--- src/rtl/pns_pkg.sv ---
`timescale 1ns / 1ps
// ----------------------------------------------------------------------------
// pns_pkg: shared types and constants of the pitch note segmenter
// Field widths, register indexes, sequencer states and divider status.
// ----------------------------------------------------------------------------
package pns_pkg;

   localparam int TIME_W   = 32;
   localparam int PITCH_W  = 15;
   localparam int SUM_W    = 31;
   localparam int COUNT_W  = 16;
   localparam int NOTE_W   = 8;
   localparam int TOL_W    = 15;
   localparam int CSR_IDX_W = 1;

   // Mean is sum / count and never exceeds the largest pitch, so it fits in
   // the pitch width; the divider produces one quotient bit per step.
   localparam int QUO_W    = PITCH_W;
   localparam int STEP_W   = 4;

   localparam int REQ_DATA_W = 48;
   localparam int RSP_DATA_W = 72;

   localparam logic [COUNT_W-1:0] MAX_GROUP = 16'd65535;

   localparam logic [TOL_W-1:0] GROUP_TOL_RESET = 15'd125;
   localparam logic [TOL_W-1:0] MERGE_TOL_RESET = 15'd128;

   // Half a semitone in Q7.8, used for round half up.
   localparam logic [PITCH_W:0] HALF_SEMITONE = 16'd128;

   typedef enum logic [CSR_IDX_W-1:0] {
      REG_GROUP_TOL = 1'b0,
      REG_MERGE_TOL = 1'b1
   } csr_index_type;

   typedef enum logic [4:0] {
      ST_IDLE   = 5'b00001,
      ST_DECIDE = 5'b00010,
      ST_DIVIDE = 5'b00100,
      ST_CLOSE  = 5'b01000,
      ST_FLUSH  = 5'b10000
   } state_type;

   typedef struct packed {
      logic busy;
      logic done;
   } div_status_type;

endpackage

--- src/rtl/pitch_note_segmenter.sv ---
`timescale 1ns / 1ps
// ----------------------------------------------------------------------------
// pitch_note_segmenter: groups timed pitch frames into notes
// Sequencer around a shared serial divider that forms each group's mean.
// ----------------------------------------------------------------------------
// Usage:
// Frames arrive on the req_ channel, one beat per frame: tdata carries the
// frame time and its Q7.8 pitch, tlast marks the end of the track. Notes leave
// on the rsp_ channel: tdata carries start time, end time and the whole
// semitone pitch, tlast is set on the final note of a track.
// A frame that opens or joins a group holds req_tready low while the
// sequencer decides on it, so such frames cannot be accepted back to back.
// A frame that closes a group holds req_tready low while the 15 steps of the
// serial divider compute the group mean and the group is closed; the note it
// releases, if any, is then offered on rsp_tvalid. An end of track beat that
// closes a group also waits for the divider, and one that finds no group open
// goes straight to the flush; both wait longer while the receiver holds off.
// A single output register holds a finished note, so the next frame can be
// accepted while a note waits for rsp_tready. When the receiver stalls and a
// second note is due, the sequencer waits in place until the register frees.
// The csr_ port writes the two tolerances; write only while the block idles.
// Synchronous reset returns the tolerances to their defaults, drops any open
// group and pending note and clears the output register.
// ----------------------------------------------------------------------------
module pitch_note_segmenter (
   input  logic                                clock,
   input  logic                                reset,
   // time_stamp [31:0], pitch [46:32]
   input  logic [pns_pkg::REQ_DATA_W-1:0]      req_tdata,
   input  logic                                req_tlast,
   input  logic                                req_tvalid,
   output logic                                req_tready,
   // note_start [31:0], note_end [63:32], note_pitch [71:64]
   output logic [pns_pkg::RSP_DATA_W-1:0]      rsp_tdata,
   output logic                                rsp_tlast,
   output logic                                rsp_tvalid,
   input  logic                                rsp_tready,
   input  logic                                csr_we,
   input  logic [pns_pkg::CSR_IDX_W-1:0]       csr_index,
   input  logic [pns_pkg::TOL_W-1:0]           csr_wdata
);
   import pns_pkg::*;

   state_type state_ff, state_in;

   // Tolerance registers.
   logic [TOL_W-1:0] gtol_ff, gtol_in;
   logic [TOL_W-1:0] mtol_ff, mtol_in;

   // Latched frame.
   logic [TIME_W-1:0]  t_ff, t_in;
   logic [PITCH_W-1:0] p_ff, p_in;
   logic               eot_ff, eot_in;

   // Group and pending note state; only the flags need reset.
   logic               open_ff, open_in;
   logic               bvalid_ff, bvalid_in;
   logic               seen_ff, seen_in;
   logic               pvalid_ff, pvalid_in;
   logic [PITCH_W-1:0] first_p_ff, first_p_in;
   logic [PITCH_W-1:0] last_p_ff, last_p_in;
   logic [SUM_W-1:0]   sum_ff, sum_in;
   logic [COUNT_W-1:0] count_ff, count_in;
   logic [TIME_W-1:0]  first_t_ff, first_t_in;
   logic [TIME_W-1:0]  last_t_ff, last_t_in;
   logic [TIME_W-1:0]  before_t_ff, before_t_in;
   logic [TIME_W-1:0]  prev_t_ff, prev_t_in;
   logic [TIME_W-1:0]  pstart_ff, pstart_in;
   logic [TIME_W-1:0]  pend_ff, pend_in;
   logic [PITCH_W-1:0] pmean_ff, pmean_in;

   // Output register.
   logic               ovalid_ff, ovalid_in;
   logic               olast_ff, olast_in;
   logic [TIME_W-1:0]  ostart_ff, ostart_in;
   logic [TIME_W-1:0]  oend_ff, oend_in;
   logic [NOTE_W-1:0]  opitch_ff, opitch_in;

   logic               div_start;
   logic [QUO_W-1:0]   mean;
   div_status_type     div_status;

   logic               req_fire;
   logic               out_free;
   logic [PITCH_W-1:0] dist_first, dist_last, dist_mean;
   logic               joins;
   logic               merge;
   logic [PITCH_W:0]   rounded;

   pns_div u_div (
      .clock    (clock),
      .reset    (reset),
      .start    (div_start),
      .dividend (sum_ff),
      .divisor  (count_ff),
      .quotient (mean),
      .status   (div_status)
   );

   assign req_tready = (state_ff == ST_IDLE);
   assign req_fire   = req_tvalid && req_tready;
   assign out_free   = !ovalid_ff || rsp_tready;

   always_comb begin
      dist_first = (p_ff > first_p_ff) ? p_ff - first_p_ff : first_p_ff - p_ff;
      dist_last  = (p_ff > last_p_ff) ? p_ff - last_p_ff : last_p_ff - p_ff;
      dist_mean  = (mean > pmean_ff) ? mean - pmean_ff : pmean_ff - mean;
      joins = (count_ff < MAX_GROUP) && (dist_first < gtol_ff) &&
              (dist_last < gtol_ff);
      // A closing group extends the pending note when the means are close or
      // the note ended on the frame just before the group.
      merge = pvalid_ff && ((dist_mean < mtol_ff) ||
              (bvalid_ff && (pend_ff == before_t_ff)));
      rounded = {1'b0, pmean_ff} + HALF_SEMITONE;
   end

   always_comb begin
      state_in    = state_ff;
      gtol_in     = gtol_ff;
      mtol_in     = mtol_ff;
      t_in        = t_ff;
      p_in        = p_ff;
      eot_in      = eot_ff;
      open_in     = open_ff;
      bvalid_in   = bvalid_ff;
      seen_in     = seen_ff;
      pvalid_in   = pvalid_ff;
      first_p_in  = first_p_ff;
      last_p_in   = last_p_ff;
      sum_in      = sum_ff;
      count_in    = count_ff;
      first_t_in  = first_t_ff;
      last_t_in   = last_t_ff;
      before_t_in = before_t_ff;
      prev_t_in   = prev_t_ff;
      pstart_in   = pstart_ff;
      pend_in     = pend_ff;
      pmean_in    = pmean_ff;
      ovalid_in   = ovalid_ff && !rsp_tready;
      olast_in    = olast_ff;
      ostart_in   = ostart_ff;
      oend_in     = oend_ff;
      opitch_in   = opitch_ff;
      div_start   = 1'b0;

      if (csr_we) begin
         case (csr_index_type'(csr_index))
            REG_GROUP_TOL: gtol_in = csr_wdata;
            REG_MERGE_TOL: mtol_in = csr_wdata;
            default: ;
         endcase
      end

      case (state_ff)
         ST_IDLE: begin
            if (req_fire) begin
               t_in     = req_tdata[TIME_W-1:0];
               p_in     = req_tdata[TIME_W+PITCH_W-1:TIME_W];
               eot_in   = req_tlast;
               state_in = ST_DECIDE;
            end
         end
         ST_DECIDE: begin
            if (eot_ff) begin
               if (open_ff) begin
                  div_start = 1'b1;
                  state_in  = ST_DIVIDE;
               end else begin
                  state_in  = ST_FLUSH;
               end
            end else begin
               prev_t_in = t_ff;
               seen_in   = 1'b1;
               state_in  = ST_IDLE;
               if (!open_ff) begin
                  if (p_ff != '0) begin
                     open_in     = 1'b1;
                     first_p_in  = p_ff;
                     last_p_in   = p_ff;
                     sum_in      = SUM_W'(p_ff);
                     count_in    = COUNT_W'(1);
                     first_t_in  = t_ff;
                     last_t_in   = t_ff;
                     before_t_in = prev_t_ff;
                     bvalid_in   = seen_ff;
                  end
               end else if (joins) begin
                  last_p_in = p_ff;
                  sum_in    = sum_ff + SUM_W'(p_ff);
                  count_in  = count_ff + COUNT_W'(1);
                  last_t_in = t_ff;
               end else begin
                  // The breaking frame is dropped; only its time is kept.
                  div_start = 1'b1;
                  state_in  = ST_DIVIDE;
               end
            end
         end
         ST_DIVIDE: begin
            if (div_status.done) begin
               state_in = ST_CLOSE;
            end
         end
         ST_CLOSE: begin
            if (merge) begin
               pend_in  = last_t_ff;
               open_in  = 1'b0;
               state_in = eot_ff ? ST_FLUSH : ST_IDLE;
            end else if (!pvalid_ff || out_free) begin
               if (pvalid_ff) begin
                  ovalid_in = 1'b1;
                  olast_in  = 1'b0;
                  ostart_in = pstart_ff;
                  oend_in   = pend_ff;
                  opitch_in = rounded[PITCH_W:PITCH_W-NOTE_W+1];
               end
               pvalid_in = 1'b1;
               pstart_in = first_t_ff;
               pend_in   = last_t_ff;
               pmean_in  = mean;
               open_in   = 1'b0;
               state_in  = eot_ff ? ST_FLUSH : ST_IDLE;
            end
         end
         ST_FLUSH: begin
            if (!pvalid_ff || out_free) begin
               if (pvalid_ff) begin
                  ovalid_in = 1'b1;
                  olast_in  = 1'b1;
                  ostart_in = pstart_ff;
                  oend_in   = pend_ff;
                  opitch_in = rounded[PITCH_W:PITCH_W-NOTE_W+1];
               end
               open_in   = 1'b0;
               bvalid_in = 1'b0;
               seen_in   = 1'b0;
               pvalid_in = 1'b0;
               state_in  = ST_IDLE;
            end
         end
         default: begin
            state_in = ST_IDLE;
         end
      endcase
   end

   always_ff @(posedge clock) begin
      if (reset) begin
         state_ff  <= ST_IDLE;
         gtol_ff   <= GROUP_TOL_RESET;
         mtol_ff   <= MERGE_TOL_RESET;
         open_ff   <= 1'b0;
         bvalid_ff <= 1'b0;
         seen_ff   <= 1'b0;
         pvalid_ff <= 1'b0;
         ovalid_ff <= 1'b0;
      end else begin
         state_ff  <= state_in;
         gtol_ff   <= gtol_in;
         mtol_ff   <= mtol_in;
         open_ff   <= open_in;
         bvalid_ff <= bvalid_in;
         seen_ff   <= seen_in;
         pvalid_ff <= pvalid_in;
         ovalid_ff <= ovalid_in;
      end
   end

   always_ff @(posedge clock) begin
      t_ff        <= t_in;
      p_ff        <= p_in;
      eot_ff      <= eot_in;
      first_p_ff  <= first_p_in;
      last_p_ff   <= last_p_in;
      sum_ff      <= sum_in;
      count_ff    <= count_in;
      first_t_ff  <= first_t_in;
      last_t_ff   <= last_t_in;
      before_t_ff <= before_t_in;
      prev_t_ff   <= prev_t_in;
      pstart_ff   <= pstart_in;
      pend_ff     <= pend_in;
      pmean_ff    <= pmean_in;
      olast_ff    <= olast_in;
      ostart_ff   <= ostart_in;
      oend_ff     <= oend_in;
      opitch_ff   <= opitch_in;
   end

   assign rsp_tvalid = ovalid_ff;
   assign rsp_tlast  = olast_ff;
   assign rsp_tdata  = {opitch_ff, oend_ff, ostart_ff};

endmodule

--- src/rtl/pns_div.sv ---
`timescale 1ns / 1ps
// ----------------------------------------------------------------------------
// pns_div: serial restoring divider for the group mean
// One compare and subtract per cycle, one quotient bit per step.
// ----------------------------------------------------------------------------
module pns_div (
   input  logic                           clock,
   input  logic                           reset,
   input  logic                           start,
   input  logic [pns_pkg::SUM_W-1:0]      dividend,
   input  logic [pns_pkg::COUNT_W-1:0]    divisor,
   output logic [pns_pkg::QUO_W-1:0]      quotient,
   output pns_pkg::div_status_type        status
);
   import pns_pkg::*;

   logic [SUM_W-1:0]  rem_ff, rem_in;
   logic [SUM_W-1:0]  dsr_ff, dsr_in;
   logic [QUO_W-1:0]  quo_ff, quo_in;
   logic [STEP_W-1:0] step_ff, step_in;
   logic              busy_ff, busy_in;
   logic              done_ff, done_in;
   logic              fits;

   // The divisor starts aligned to the top quotient bit.
   always_comb begin
      fits    = rem_ff >= dsr_ff;
      rem_in  = rem_ff;
      dsr_in  = dsr_ff;
      quo_in  = quo_ff;
      step_in = step_ff;
      busy_in = busy_ff;
      done_in = 1'b0;
      if (start) begin
         rem_in  = dividend;
         dsr_in  = SUM_W'({divisor, (QUO_W-1)'(0)});
         quo_in  = '0;
         step_in = '0;
         busy_in = 1'b1;
      end else if (busy_ff) begin
         if (fits) begin
            rem_in = rem_ff - dsr_ff;
         end
         quo_in  = {quo_ff[QUO_W-2:0], fits};
         dsr_in  = dsr_ff >> 1;
         step_in = step_ff + STEP_W'(1);
         if (step_ff == STEP_W'(QUO_W-1)) begin
            busy_in = 1'b0;
            done_in = 1'b1;
         end
      end
   end

   always_ff @(posedge clock) begin
      if (reset) begin
         busy_ff <= 1'b0;
         done_ff <= 1'b0;
      end else begin
         busy_ff <= busy_in;
         done_ff <= done_in;
      end
   end

   always_ff @(posedge clock) begin
      rem_ff  <= rem_in;
      dsr_ff  <= dsr_in;
      quo_ff  <= quo_in;
      step_ff <= step_in;
   end

   assign quotient    = quo_ff;
   assign status.busy = busy_ff;
   assign status.done = done_ff;

endmodule

--- config.mk ---
export PLATFORM = sky130hd
export DESIGN_NAME = pitch_note_segmenter
export DESIGN_NICKNAME = d
export VERILOG_FILES = /design/src/rtl/pns_pkg.sv /design/src/rtl/pitch_note_segmenter.sv /design/src/rtl/pns_div.sv
export SDC_FILE = /design/constraint.sdc
export NUM_CORES = 1
export LEC_CHECK = 0
export ABC_AREA = 1
export CORE_UTILIZATION = 39
export DETAILED_ROUTE_END_ITERATION = 10
export DONT_BUFFER_PORTS = 1
export GPL_ROUTABILITY_DRIVEN = 0
export PLACE_DENSITY = 0.58
export REMOVE_ABC_BUFFERS = 1
export SLEW_MARGIN = 20
export SYNTH_ARGS = -nofsm -noshare
export SYNTH_HDL_FRONTEND = slang
export SYNTH_SLANG_ARGS = --single-unit
--- constraint.sdc ---
create_clock -name clock -period 11.5 [get_ports clock]
set_input_delay 1.15 -clock clock [delete_from_list [all_inputs] [get_ports clock]]
set_output_delay 1.15 -clock clock [all_outputs]
set_load 0.05 [all_outputs]
; After elaboration in Yosys (flattened, before gate mapping)
; Cells that the tools add are included.
[classes]
n_addsub = 11
order_cmp = 8
n_eq_ne = 19
n_mux = 80
bitwise = 5
reduce_logical = 37
[op_table]
columns = op, count
row1 = 2-to-1 mux 32 bit, 11
row2 = 2-to-1 mux 31 bit, 6
row3 = case mux 32 bit (2 select lines), 2
row4 = 2-to-1 mux 15 bit, 6
row5 = subtractor 15 bit, 6
row6 = 2-to-1 mux 30 bit, 2
row7 = 2-to-1 mux 16 bit, 3
row8 = greater-than comparator 15 bit, 3
row9 = less-than comparator 15 bit, 3
row10 = 2-to-1 mux 5 bit, 8
row11 = equality test 32 bit, 1
row12 = adder 31 x 15 -> 31 bit, 1
row13 = >= comparator 31 x 30 -> 1 bit, 1
row14 = subtractor 31 x 30 -> 31 bit, 1
row15 = 2-to-1 mux 1 bit, 29
row16 = case mux 5 bit (5 select lines), 1
row17 = 2-to-1 mux 8 bit, 3
row18 = "adder 15 x 8 -> 16 bit, second input constant", 1
row19 = "adder 16 x 1 -> 16 bit, second input constant", 1
row20 = "less-than comparator 16 bit, second input constant", 1
row21 = "inequality test 2 bit, second input constant", 8
row22 = case mux 8 bit (2 select lines), 1
row23 = AND reduction 2 bit, 8
row24 = AND reduction 4 bit, 4
row25 = other kinds (23), 49
[word_totals]
ff_bits = 527
inputBits = 70
output_inout_bits = 75
elab_cells = 193

; Depth between registers and ports, before layout
[logic_depth]
ltp_word = 11
mapped_depth = 33
depth_no_buf = 31

; By module
; From an unflattened synthesis, not the netlist that was laid out.
[unflattened]
cells_unflattened = 2915
hier_area_um2 = 27661.5
[modules_own_cells]
columns = mod, instances, cells_each, area_per_inst_um2, seq_area_each_um2
row1 = pitch_note_segmenter, 1, 2113, 22157.5, 12962.4
row2 = pns_div, 1, 802, 5504.0, 2112.0

; Worst setup path after synthesis
; Ideal clock, no wire load.
[synth_path]
path_kind = register to register
start = reg p_ff[1]
end = reg count_ff[0], enable pin
setup_ns = 0.690
arrival_time_ns = 9.761
t_required_ns = 10.810
slack_ns = 1.049
stages_incl_launch_ff = 25
n_path_buf = 1
period_less_slack_ns = 10.451
cell_sequence = edfxtp_1 inv_1 ha_1 nand2_4 o21ai_4 nand3_2 nand2_2 a21oi_2 o21ai_2 nand2_4 inv_4 buf_12 nand2_2 nand2_1 inv_1 ha_1 nand2_1 inv_1 nand3_1 nand4_1 nor2_1 nand3_1 nor2_2 nand3_1 a21boi_0
[synth_between]
elab_chain_len = 7
word_cells_on_any_way = 16
cone_classes = 4 x add/sub / 4 x order compare / 1 x eq/ne / 2 x mux / 5 x reduce/logical
[synth_rtl]
columns = item, line_no
row1 = "start, declared", pitch_note_segmenter.sv:52  ; logic [PITCH_W-1:0] p_ff, p_in;
row2 = "start signal, assigned", pitch_note_segmenter.sv:271  ; p_ff <= p_in;
row3 = subtractor 15 bit / greater-than comparator 15 bit (equally long branches), pitch_note_segmenter.sv:105  ; dist_first = (p_ff > first_p_ff) ? p_ff - first_p_ff : first_p_ff - p_ff;
row4 = 2-to-1 mux 15 bit, pitch_note_segmenter.sv:105
row5 = less-than comparator 15 bit, pitch_note_segmenter.sv:108  ; joins = (count_ff < MAX_GROUP) && (dist_first < gtol_ff) &&
row6 = logical AND 1 bit (2 in series), pitch_note_segmenter.sv:108
row7 = inequality test 2 x 1 -> 1 bit (no line), n/a
row8 = AND reduction 4 bit (no line) (*), n/a
row9 = "end signal, assigned", pitch_note_segmenter.sv:276  ; count_ff <= count_in;
row10 = "end, declared", pitch_note_segmenter.sv:63  ; logic [COUNT_W-1:0] count_ff, count_in;
; Mark *: on every way between the ends. The rest lies on a longest branch, timed or not.
; A chain may end at the register's enable or synchronous reset.

; Worst setup path after layout
[layout_path]
start = reg p_ff[1]
end = reg u_div.dsr_ff[26], enable pin
[layout_between]
elab_chain_len = 10
word_cells_on_any_way = 17
cone_classes = 4 x add/sub / 4 x order compare / 6 x mux / 3 x reduce/logical
[layout_rtl]
columns = item, line_no
row1 = subtractor 15 bit / greater-than comparator 15 bit (equally long branches), pitch_note_segmenter.sv:105
row2 = 2-to-1 mux 15 bit, pitch_note_segmenter.sv:105
row3 = less-than comparator 15 bit, pitch_note_segmenter.sv:108
row4 = logical AND 1 bit, pitch_note_segmenter.sv:108
row5 = logical AND 1 bit (*), pitch_note_segmenter.sv:108
row6 = 2-to-1 mux 1 bit (*), pitch_note_segmenter.sv:187  ; end else if (joins) begin
row7 = 2-to-1 mux 1 bit (*), pitch_note_segmenter.sv:175  ; if (!open_ff) begin
row8 = 2-to-1 mux 1 bit (*), pitch_note_segmenter.sv:164  ; if (eot_ff) begin
row9 = 2-to-1 mux 1 bit (*), pitch_note_segmenter.sv:154  ; case (state_ff)
row10 = nonzero test 2 bit (no line) (*), n/a
row11 = "end signal, assigned", pns_div.sv:66  ; dsr_ff <= dsr_in;
row12 = "end, declared", pns_div.sv:18  ; logic [SUM_W-1:0] dsr_ff, dsr_in;
; Marks and branches as above.

==> impl_metrics.csv <==
group,metric,value,unit
detailed_routing,drtPass1Iterations,6,
final_layout,final_area,30200,µm²
cts,clock_tree.htree_level_count,2,
cts,tritoncts,"built",
critical_path,critical_path.startpoint_type,"flop",
detailed_routing,post_drt_wl_per_cell,16.4,µm
synth,syn_area,27400,µm²
sta,finalMaxSlewViolations,0,
sta,fin_worst_hold_slack,0.409,ns
synth,synth.yosys.warnings,0,
job,max-cap-violations,0,
critical_path,timing.critical_path.arrival,5.55,ns
place,hpwlAfterDp,45.0,mm
synth,synth_async_sr_flop_share,0,%
synth,syn-instance-count,2791,
sta,fraction_of_the_cycle_the_final_worst_path_needs,46.4,%
sta,final.setup_skew,0.0452,ns
die,placementRows,96,
final_layout,post-route-util,43.7,%
cts,numCtsBuffers,57,
detailed_routing,vias_per_cell,4.96,
die,core-area,69100,µm²
die,top_level_pins,145,
die,die_y,267,µm
cts,worst_skew_pair_latency,0.64,ns
sta,finalSetupTns,0,ns
synth,post_synth.cell_area_avg,9.83,µm²
grt,initial_antenna_violation_count,6,
die,initial_utilization,39.7,%
critical_path,critical_path_peak_fanout,52,
synth,post_synth_main_area_contributors,"sky130_fd_sc_hd__edfxtp_1, sky130_fd_sc_hd__ha_1, sky130_fd_sc_hd__nand2_1",
place,io_buffers,0,
grt,pin_count_of_the_biggest_net_entering_global_routing,81,
detailed_routing,ant_nets,0,
hold_path,min_path_type,"reg -> reg",
synth,netlist-cell-type-count,60,
final_layout,most-common-layout-cells,"sky130_fd_sc_hd__nand2_1, sky130_fd_sc_hd__edfxtp_1, sky130_fd_sc_hd__inv_1",
sta,worst-slew-pin-transition,1.13,ns
sta,setup_viol,0,
cts,clock-root-buffer,"sky130_fd_sc_hd__clkbuf_16",
detailed_routing,drc_errors,0,
critical_path,capturing_element_type_of_the_critical_path,"flop",
cts,clock_sink_count,527,
synth,yosys_register_bits,527,
grt,grt_pass1_wl,97.0,mm
grt,track_usage,17.3,%
cts,cts_setup_buffers,0,
grt,grt_remaining_overflow,0,
grt,via_count_of_the_first_global_routing_pass,17900,
final_layout,finalNetCount,3065,
detailed_routing,detail_route.iter0.violations,1210,
cts,cts.reportedPaths.clkPinSlew,0.06,ns
final_layout,nFillCells,6589,
die,die_extent_in_x,267,µm
detailed_routing,drt-total-wl,62.0,mm
critical_path,required,11.72,ns
critical_path,timing.setup.critical_path_class,"reg -> reg",
pwr,post-layout-total-power,4.37,mW
pwr,peak_ir_drop_on_the_vdd_network,0.000116,V
sta,finalHoldViolations,0,
synth,postSynth.topFlopCell,"sky130_fd_sc_hd__edfxtp_1",
place,dpl_cell_area,28300,µm²
synth,synth_largest_type_area_fraction,49.5,%
detailed_routing,route.vias.total,18800,
sta,setup_repair_after_global_routing_missed_its_margin,"no",
cts,cts_buffer_depth,3,
pwr,powerDensity,145,nW/µm²
sta,max_clock_freq,187,MHz
synth,synth_largest_area_cell,"sky130_fd_sc_hd__edfxtp_1",
sta,fin_crit,5.34,ns
cts,cts-hold-fix-buffers,0,
final_layout,layout-area-overhead-vs-synth,10.1,%
synth,synth_enable_flop_cells,452,
sta,worst_relative_slew_slack,24.0,%
run_status,run_status,"completed",
pwr,total_leakage_power,12.5,nW
die,dieArea,71400,µm²
cts,post_cts.resized_instances,0,
final_layout,mostFrequentLayoutCell,"sky130_fd_sc_hd__nand2_1",
final_layout,post_route_cells_drive_above_1_share,6.94,%
synth,synth_seq_area_share,55.0,%
==> Yosys cell counts (all sizes together) (2+ instances only) <==
cell type / n
o21a: 8
or2: 5
a211oi: 3
nor3: 30
dfxtp: 75
o21ai: 213
a221oi: 5
inv: 416
xnor2: 26
nand3: 114
a21o: 10
ha: 179
a21boi: 7
nand4: 22
fa: 8
a31oi: 10
o22ai: 4
xor2: 83
nor4: 11
a21oi: 200
edfxtp: 452
buf: 28
nand3b: 4
clkinv: 2
o211ai: 7
o21bai: 14
nor2: 205
nand2: 620
clkbuf: 25
==> worst max-delay path, stage by stage, from the launching register on <==
cell                       delay [ns]
sky130_fd_sc_hd__edfxtp_1        0.68
sky130_fd_sc_hd__inv_1           0.33
sky130_fd_sc_hd__ha_1            0.51
sky130_fd_sc_hd__nand2_4         0.07
sky130_fd_sc_hd__o21ai_4         0.18
sky130_fd_sc_hd__nand3_2         0.09
sky130_fd_sc_hd__nand2_2         0.10
sky130_fd_sc_hd__a21oi_2         0.08
sky130_fd_sc_hd__o21ai_2         0.16
sky130_fd_sc_hd__nand2_4         0.15
sky130_fd_sc_hd__inv_4           0.19
sky130_fd_sc_hd__nand2_1         0.07
sky130_fd_sc_hd__nand2_1         0.12
sky130_fd_sc_hd__inv_1           0.06
sky130_fd_sc_hd__ha_1            0.27
sky130_fd_sc_hd__nand2_1         0.11
sky130_fd_sc_hd__inv_1           0.06
sky130_fd_sc_hd__nand2_1         0.06
sky130_fd_sc_hd__nand4_1         0.08
sky130_fd_sc_hd__nor2_1          0.15
sky130_fd_sc_hd__nand3_1         0.11
sky130_fd_sc_hd__nor2_2          0.15
sky130_fd_sc_hd__nand2_2         0.08
sky130_fd_sc_hd__nand2_4         0.46
sky130_fd_sc_hd__nand2_1         0.61
==> where the power goes <==
part	switching (mW)	internal, mW
combinational	0.290	0.152
sequential	0.0346	2.12
clock	0.766	1.02
total	1.09	3.28
==> layer usage <==
metal	vias to the layer above	wire length, µm	GRT usage (%)
met3	105	3390	3.13
met5	-	89	0
met1	8820	29000	23.7
li1	9400	-	-
met2	458	28000	27.8
met4	12	1590	5.09
==> worst paths after layout <==
| kind | startpoint | to | slack (ns) | cells past startpoint |
|---|---|---|---|---|
| worst max register to register | p_ff[1] | u_div.dsr_ff[26] | 6.16 | 24 |
| worst min register to register | pstart_ff[14] | ostart_ff[14] | 0.41 | 0 |
| worst min-delay path | pstart_ff[14] | ostart_ff[14] | 0.41 | 0 |
| worst max-delay path | p_ff[1] | u_div.dsr_ff[26] | 6.16 | 24 |
==> per-stage QoR <==
stage,std cells,setup WS (ns)
after global routing,3786,5.64
after floorplan,2738,1.05
after detailed placement,3680,6.07
after CTS,3786,6.14
final,3788,6.16
after global placement,3680,6.21
==> kinds of logic after synthesis <==
| family | synth area share, % |
|---|---|
| AOI/OAI and AO/OA | 9.88 |
| adders and majority gates | 8.75 |
| xor gates and xnor gates | 3.48 |
| buffers and inverters | 7.16 |
| and+or+nand+nor | 15.8 |
| DFF | 55.0 |
==> cell type report <==
class | count | area, µm² | area share [%]
sequential | 527 | 15100 | 49.9
tap | 931 | 1160 | 3.86
antenna | 2 | 5.00 | 0.0166
inverter | 418 | 1590 | 5.26
multi-input combinational | 1793 | 10400 | 34.6
clock buffer | 81 | 1590 | 5.27
clock inverter | 25 | 258 | 0.853
timing repair buffer | 11 | 82.6 | 0.273
Note: power is estimated with default switching activity, not from simulation.
